## config.mk

```make
export PLATFORM = sky130hd
export DESIGN_NAME = rmq_scale
export DESIGN_NICKNAME = d
export VERILOG_FILES = /design/src/sv/rmq_pkg.sv /design/src/sv/rmq_scale.sv
export SDC_FILE = /design/constraint.sdc
export NUM_CORES = 2
export LEC_CHECK = 0
export ABC_AREA = 0
export BUFFER_PORTS_ARGS = -buffer_cell sky130_fd_sc_hd__buf_2
export CORE_ASPECT_RATIO = 1.5
export CORE_MARGIN = 2
export CORE_UTILIZATION = 50
export DETAILED_ROUTE_END_ITERATION = 12
export GPL_ROUTABILITY_DRIVEN = 1
export PLACE_DENSITY_LB_ADDON = 0.15
export SYNTH_ARGS = -nofsm -noshare
export SYNTH_HDL_FRONTEND = slang
export SYNTH_SLANG_ARGS = --single-unit
export TNS_END_PERCENT = 10
```

## constraint.sdc

```tcl
create_clock -name clock -period 7.3 [get_ports clock]
set_input_delay 0 -clock clock [delete_from_list [all_inputs] [get_ports clock]]
set_output_delay 0 -clock clock [all_outputs]
set_load 0.03 [all_outputs]
```

## src/sv/rmq_pkg.sv

```systemverilog
package rmq_pkg;

   localparam int IQ           = 28;
   localparam int M_BITS       = 30;
   localparam int Y_BITS       = 30;
   localparam int P_BITS       = 32;
   localparam int E_BITS       = 30;
   localparam int TQ_BITS      = 31;
   localparam int NEWTON_STEPS = 3;

   typedef enum logic [1:0] {
      K_LOW  = 2'd0,
      K_MID  = 2'd1,
      K_HIGH = 2'd2
   } kexp_type;

   typedef struct packed {
      logic [M_BITS-1:0] m;
      logic [Y_BITS-1:0] y;
      kexp_type          k;
   } rsq_type;

   function automatic logic [15:0] seed_q16(input logic [3:0] idx);
      logic [15:0] s;
      case (idx)
         4'd4:    s = 16'd61788;
         4'd5:    s = 16'd55889;
         4'd6:    s = 16'd51411;
         4'd7:    s = 16'd47861;
         4'd8:    s = 16'd44957;
         4'd9:    s = 16'd42525;
         4'd10:   s = 16'd40450;
         4'd11:   s = 16'd38651;
         4'd12:   s = 16'd37073;
         4'd13:   s = 16'd35673;
         4'd14:   s = 16'd34422;
         4'd15:   s = 16'd33292;
         default: s = 16'd61788;
      endcase
      return s;
   endfunction

endpackage

```

## src/sv/rmq_scale.sv

```systemverilog
module rmq_scale #(
   parameter int ELEMENT_BITS = 16
) (
   input  logic                         clock,
   input  logic                         reset,
   input  logic                         in_valid,
   output logic                         in_ready,
   input  rmq_pkg::rsq_type             in_rsq,
   input  logic [3:0][ELEMENT_BITS+1:0] in_comp,
   output logic                         out_valid,
   input  logic                         out_ready,
   output logic [3:0][ELEMENT_BITS-1:0] out_quat
);
   import rmq_pkg::*;

   localparam int MAG_BITS  = ELEMENT_BITS + 1;
   localparam int PROD_BITS = MAG_BITS + Y_BITS;
   localparam int R_BITS    = PROD_BITS - IQ;
   localparam logic [PROD_BITS-1:0] RND    = PROD_BITS'(1) << (IQ - 1);
   localparam logic [R_BITS-1:0]    MAXPOS = R_BITS'({(ELEMENT_BITS-1){1'b1}});
   localparam logic [R_BITS-1:0]    MINMAG = MAXPOS + R_BITS'(1);

   logic [1:0] valid_ff;
   logic [1:0] ready;

   logic [Y_BITS-1:0]                  s;
   logic [3:0]                         neg_in, neg_ff;
   logic [3:0][MAG_BITS-1:0]           mag;
   logic [3:0][PROD_BITS-1:0]          prod_in, prod_ff;
   logic [3:0][PROD_BITS-1:0]          rnd;
   logic [3:0][R_BITS-1:0]             r;
   logic [3:0][ELEMENT_BITS-1:0]       quat_in, quat_ff;

   assign ready[1] = !valid_ff[1] || out_ready;
   assign ready[0] = !valid_ff[0] || ready[1];
   assign in_ready = ready[0];

   always_ff @(posedge clock) begin
      if (reset) begin
         valid_ff <= '0;
      end else begin
         if (ready[0]) valid_ff[0] <= in_valid;
         if (ready[1]) valid_ff[1] <= valid_ff[0];
      end
   end

   // undo the normalisation and halve
   always_comb begin
      case (in_rsq.k)
         K_LOW:   s = in_rsq.y;
         K_MID:   s = in_rsq.y >> 1;
         K_HIGH:  s = in_rsq.y >> 2;
         default: s = in_rsq.y >> 1;
      endcase
      for (int j = 0; j < 4; j++) begin
         neg_in[j]  = in_comp[j][ELEMENT_BITS+1];
         mag[j]     = neg_in[j] ? MAG_BITS'(-in_comp[j]) : MAG_BITS'(in_comp[j]);
         prod_in[j] = PROD_BITS'(mag[j]) * PROD_BITS'(s);
      end
   end

   always_ff @(posedge clock) begin
      if (ready[0] && in_valid) begin
         prod_ff <= prod_in;
         neg_ff  <= neg_in;
      end
   end

   // round half away from zero, then saturate
   always_comb begin
      for (int j = 0; j < 4; j++) begin
         rnd[j] = prod_ff[j] + RND;
         r[j]   = rnd[j][PROD_BITS-1:IQ];
         if (neg_ff[j]) begin
            if (r[j] > MINMAG) begin
               quat_in[j] = {1'b1, {(ELEMENT_BITS-1){1'b0}}};
            end else begin
               quat_in[j] = ELEMENT_BITS'(0) - r[j][ELEMENT_BITS-1:0];
            end
         end else begin
            if (r[j] > MAXPOS) begin
               quat_in[j] = MAXPOS[ELEMENT_BITS-1:0];
            end else begin
               quat_in[j] = r[j][ELEMENT_BITS-1:0];
            end
         end
      end
   end

   always_ff @(posedge clock) begin
      if (ready[1] && valid_ff[0]) begin
         quat_ff <= quat_in;
      end
   end

   assign out_valid = valid_ff[1];
   assign out_quat  = quat_ff;

endmodule

```

# ---- Word level (Yosys, flattened, before mapping)
# Index checks and enable logic that the tools add are counted.
dict set report word_totals {
  inputBits 138
  rom_bits 0
  memories 0
  out_inout_bits 66
  wordCells 60
  ff_bits 258
  ram_bits 0
  latchBits 0
}
dict set report classes {
  bitwise 0
  mux 17
  magnitude_cmp 8
  n_eq_ne 1
  multipliers 4
  reduce_logical 7
  div 0
  shift 0
  add_sub_neg 12
}
# cell n
set ops {}
lappend ops {{$mux W16} 12}
lappend ops {{$add A47 B28 Y47 const B} 4}
lappend ops {{$mul A17 B30 Y47} 4}
lappend ops {{$gt A19 B15 Y1 const B} 4}
lappend ops {{$gt A19 B16 Y1 const B} 4}
lappend ops {{$mux W17} 4}
lappend ops {{$neg A17 Y17} 4}
lappend ops {{$sub A1 B16 Y16 const A} 4}
lappend ops {{$pmux W30 S2} 1}
lappend ops {{$eq A2 B2 Y1 const B} 1}
lappend ops {{$logic_and A1 B1 Y1} 2}
lappend ops {{$logic_not A1 Y1} 2}
lappend ops {{$logic_not A2 Y1} 1}
lappend ops {{$logic_or A1 B1 Y1} 2}

# ---- Logic depth before layout (Yosys ltp)
dict set report depth {
  word_depth 4
  depth_mapped 32
  ltp_nobuf 31
}

# ---- Worst setup path before layout
# No wires, ideal clock.
dict set report synth_path {
  kind {input to register}
  from {input in_comp[54] (netlist name)}
  to {register prod_ff[187] (netlist name), data pin}
  setup_slack_ns -0.337
  n_path_buf 1
  path_stages 30
  setup_ns 0.259
  required_ns 7.041
  arrival_ns 7.378
  cell_sequence {clkbuf_1 inv_1 ha_1 nand2_1 or4_1 or4_1 and2_1 xnor2_1 nor2_1 fa_1 inv_1 fa_1 inv_1 fa_1 fa_1 fa_1 inv_1 fa_1 inv_1 ha_1 nand3_1 nor2_1 nand4_1 a31oi_1 o2111ai_1 a2111oi_0 o211ai_1 a311oi_1 a21oi_1 xnor2_1}
}
# element line_no
set synth_rtl {}
lappend synth_rtl {{start, declared} rmq_scale.sv:9} ;# input logic [3:0][ELEMENT_BITS+1:0] in_comp,
lappend synth_rtl {{end signal, assigned} rmq_scale.sv:64} ;# prod_ff <= prod_in;
lappend synth_rtl {{end, declared} rmq_scale.sv:29} ;# logic [3:0][PROD_BITS-1:0] prod_in, prod_ff;

==> metrics.txt <==
outcome=complete, but fails checks; failing checks=setup timing; Die H=465.6 um; Root Buffer=clkbuf_16; critical path's slowest cell=or4_4; Post-Syn Area=0.07102 sq mm; syn avg cell area=8.419 sq um; final hold slack=0.1110 ns; Synth cell types=77; largest net degree at the start of global routing=85; vias per inst=5.239; final worst slack=-0.3333 ns; clock sink total=150; startpoint type of the worst setup path=input pin; #FFs+latches synth=150; CP endpoint kind=flop; unrepaired setup endpoints after global routing=yes; final wirelength=219500 um; final worst-path cycle share=1.046; Max Cap Viol=0; worst slew pin tran=around 1.2 ns; top cell type's share of synthesized area=0.4702; Hold Crit Class=input pin to flop; Routed Antenna Nets=0; layout cell share with drive strength beyond 1=0.1560; leading area contributor after synthesis=fa_1; final hold vios=0; Post-synth EDFFs=148; Tmin final=7.633 ns; Max Slew Vio Count=0; Req. time, crit path=7.51 ns; row cnt=between 150 and 200; Layout Nets=between 10000 and 15000; worst-skew pair later-pin latency=0.46 ns; vias in the first global route=65231; WL per Instance=between 15 and 20 um; Die X=~310 um; Critical Setup Path Class=input pin to flop; Crit path largest cell delay=0.59 ns; GR Util All Layers=0.3138; CP dominant cell by count=fa_1; DRC viols=0; synth top area cells=fa_1 (47%), inv_1 (12%), ha_1 (8.7%); via count=58289; CTS Buf Count=17; clk buf depth=2; Core Region=0.1413 sq mm; I/O Pins=204; first-pass GRT wire length=350500 um; Starting Density=0.5028; CTS tree=built; Initial DRC Count=3040; initial antenna violation count=19; number of port buffers=around 170; fmax=131.0 MHz; DP HPWL=between 150000 and 200000 um; max_slew headroom=0.2203; 1st-pass router iterations=5; register area share after synthesis=0.06314; CP max FO=5; clock slew at reported path FFs=0.07 ns; area grow syn2layout=18.24%; Final Setup Violations=19; Ys Warns=0; H-tree depth=4; setup skew after layout=0.01422 ns; GPL Wtd Cong=0.9708; ys async rst share=0; Setup Total Neg Slack=-2.920 ns; synthesized netlist cell count=8436; syn nets=10734; die area=0.1451 sq mm; Critical Path AT=around 8 ns; gr ovfl total=0; Top FF cell, synth=edfxtp_1
==> through the flow <==
step	utilization	cells	setup slack [ns]	area [sq um]
after floorplan	-	8436	-0.02220	71140
after global routing	0.5944	11117	-0.5790	83950
after detailed placement	0.5813	11040	-1.409	82110
after CTS	0.5891	11097	-0.4007	83220
after global placement	0.5813	11040	-1.308	82110
final	0.5945	11125	-0.3333	83970
==> registers in the layout, indices dropped and copies added, names as in the netlist <==
name	count
out_quat	64
prod_ff	80
neg_ff	4
valid_ff	2
==> synth_stat cells, types with 6 or more instances <==
master / number
a2111oi_0: 6
a211oi_1: 10
a21o_1: 65
a21oi_1: 129
a22oi_1: 28
a31oi_1: 12
and2_1: 60
and3_1: 51
and4_1: 8
buf_1: 6
buf_2: 14
clkbuf_1: 383
edfxtp_1: 148
fa_1: 1668
ha_1: 492
inv_1: 2223
mux2i_1: 33
nand2_1: 1613
nand2b_1: 27
nand3_1: 58
nand4_1: 32
nor2_1: 657
nor2b_1: 20
nor3_1: 44
nor3b_1: 6
nor4_1: 17
o211ai_1: 11
o21a_1: 49
o21ai_0: 129
o21ai_1: 22
o21bai_1: 7
o22ai_1: 11
o31a_1: 9
o31ai_1: 19
o41ai_1: 6
or3_1: 11
or4_1: 9
xnor2_1: 136
xor2_1: 127
==> cell type report <==
cell class / instances / area, sq um
Timing Repair Buffer: 1171 / 9889
Antenna cell: 8 / 20.02
Inverter: 2223 / 8344
Clock buffer: 19 / 432.9
Tap cell: 1881 / 2354
Fill cell: 12861 / 57280
Clock inverter: 13 / 155.1
Multi-Input combinational cell: 5660 / 58290
Sequential cell: 150 / 4484
==> worst paths after layout <==
path	start	endpoint	slack, ns	cells past startpoint
max reg2reg	prod_ff[169]	out_quat[59]	3.66	10
min reg2reg	prod_ff[185]	out_quat[63]	0.77	2
max	in_comp[56]	prod_ff[187]	-0.33	31
min	in_comp[71]	neg_ff[3]	0.11	2
==> routing by layer <==
layer	vias up	global-route usage	share of wire
li1	26132	-	-
met1	29829	0.3475	0.35
met2	1702	0.5718	0.52
met3	608	0.03152	0.049
met4	18	0.2040	0.080
met5	-	0	0.00045
==> cells by family (layout without fill, tap and decap cells) <==
| group | after synthesis | in the layout | share of synthesized area |
|---|---|---|---|
| AND/OR/NAND/NOR | 2638 | 2638 | 0.1520 |
| buffers and inverters | 2626 | 3426 | 0.1390 |
| adder cells (fa/ha/maj) | 2160 | 2160 | 0.5569 |
| AO/OA/AOI/OAI | 564 | 564 | 0.05151 |
| XOR/XNOR | 263 | 263 | 0.03243 |
| flip-flops | 150 | 150 | 0.06314 |
| multiplexers | 35 | 35 | 0.004968 |
| other | 0 | 8 | 0 |
==> layout by cell type (no fill, tap or decap), types with 104 or more instances in the layout <==
| master | count |
|---|---|
| xor2_1 | 113 |
| buf_4 | 862 |
| inv_1 | 2215 |
| fa_1 | 1663 |
| buf_2 | 170 |
| nand2_1 | 1607 |
| a21oi_1 | 104 |
| nor2_1 | 646 |
| ha_1 | 483 |
| buf_12 | 112 |
| edfxtp_1 | 148 |
==> what timing repair did <==
item,4_1_cts,5_1_grt
gates resized for setup,69,120
buffers inserted,21,22
pin swaps,36,92
setup endpoints to repair,45,65
gates cloned,0,1
endpoints found under the hold margin,4,0
hold buffers,6,0
==> worst max-delay path: cells and delay by family <==
family	cells	cell delay, ns
xor+xnor	2	0.29
compound gates	7	1.66
fa+ha+maj	7	3.22
buf+inv	7	0.83
simple gates	8	1.81
Power is not shown: default switching activity piles up to over one toggle a cycle in this logic, so the estimate is an artifact.
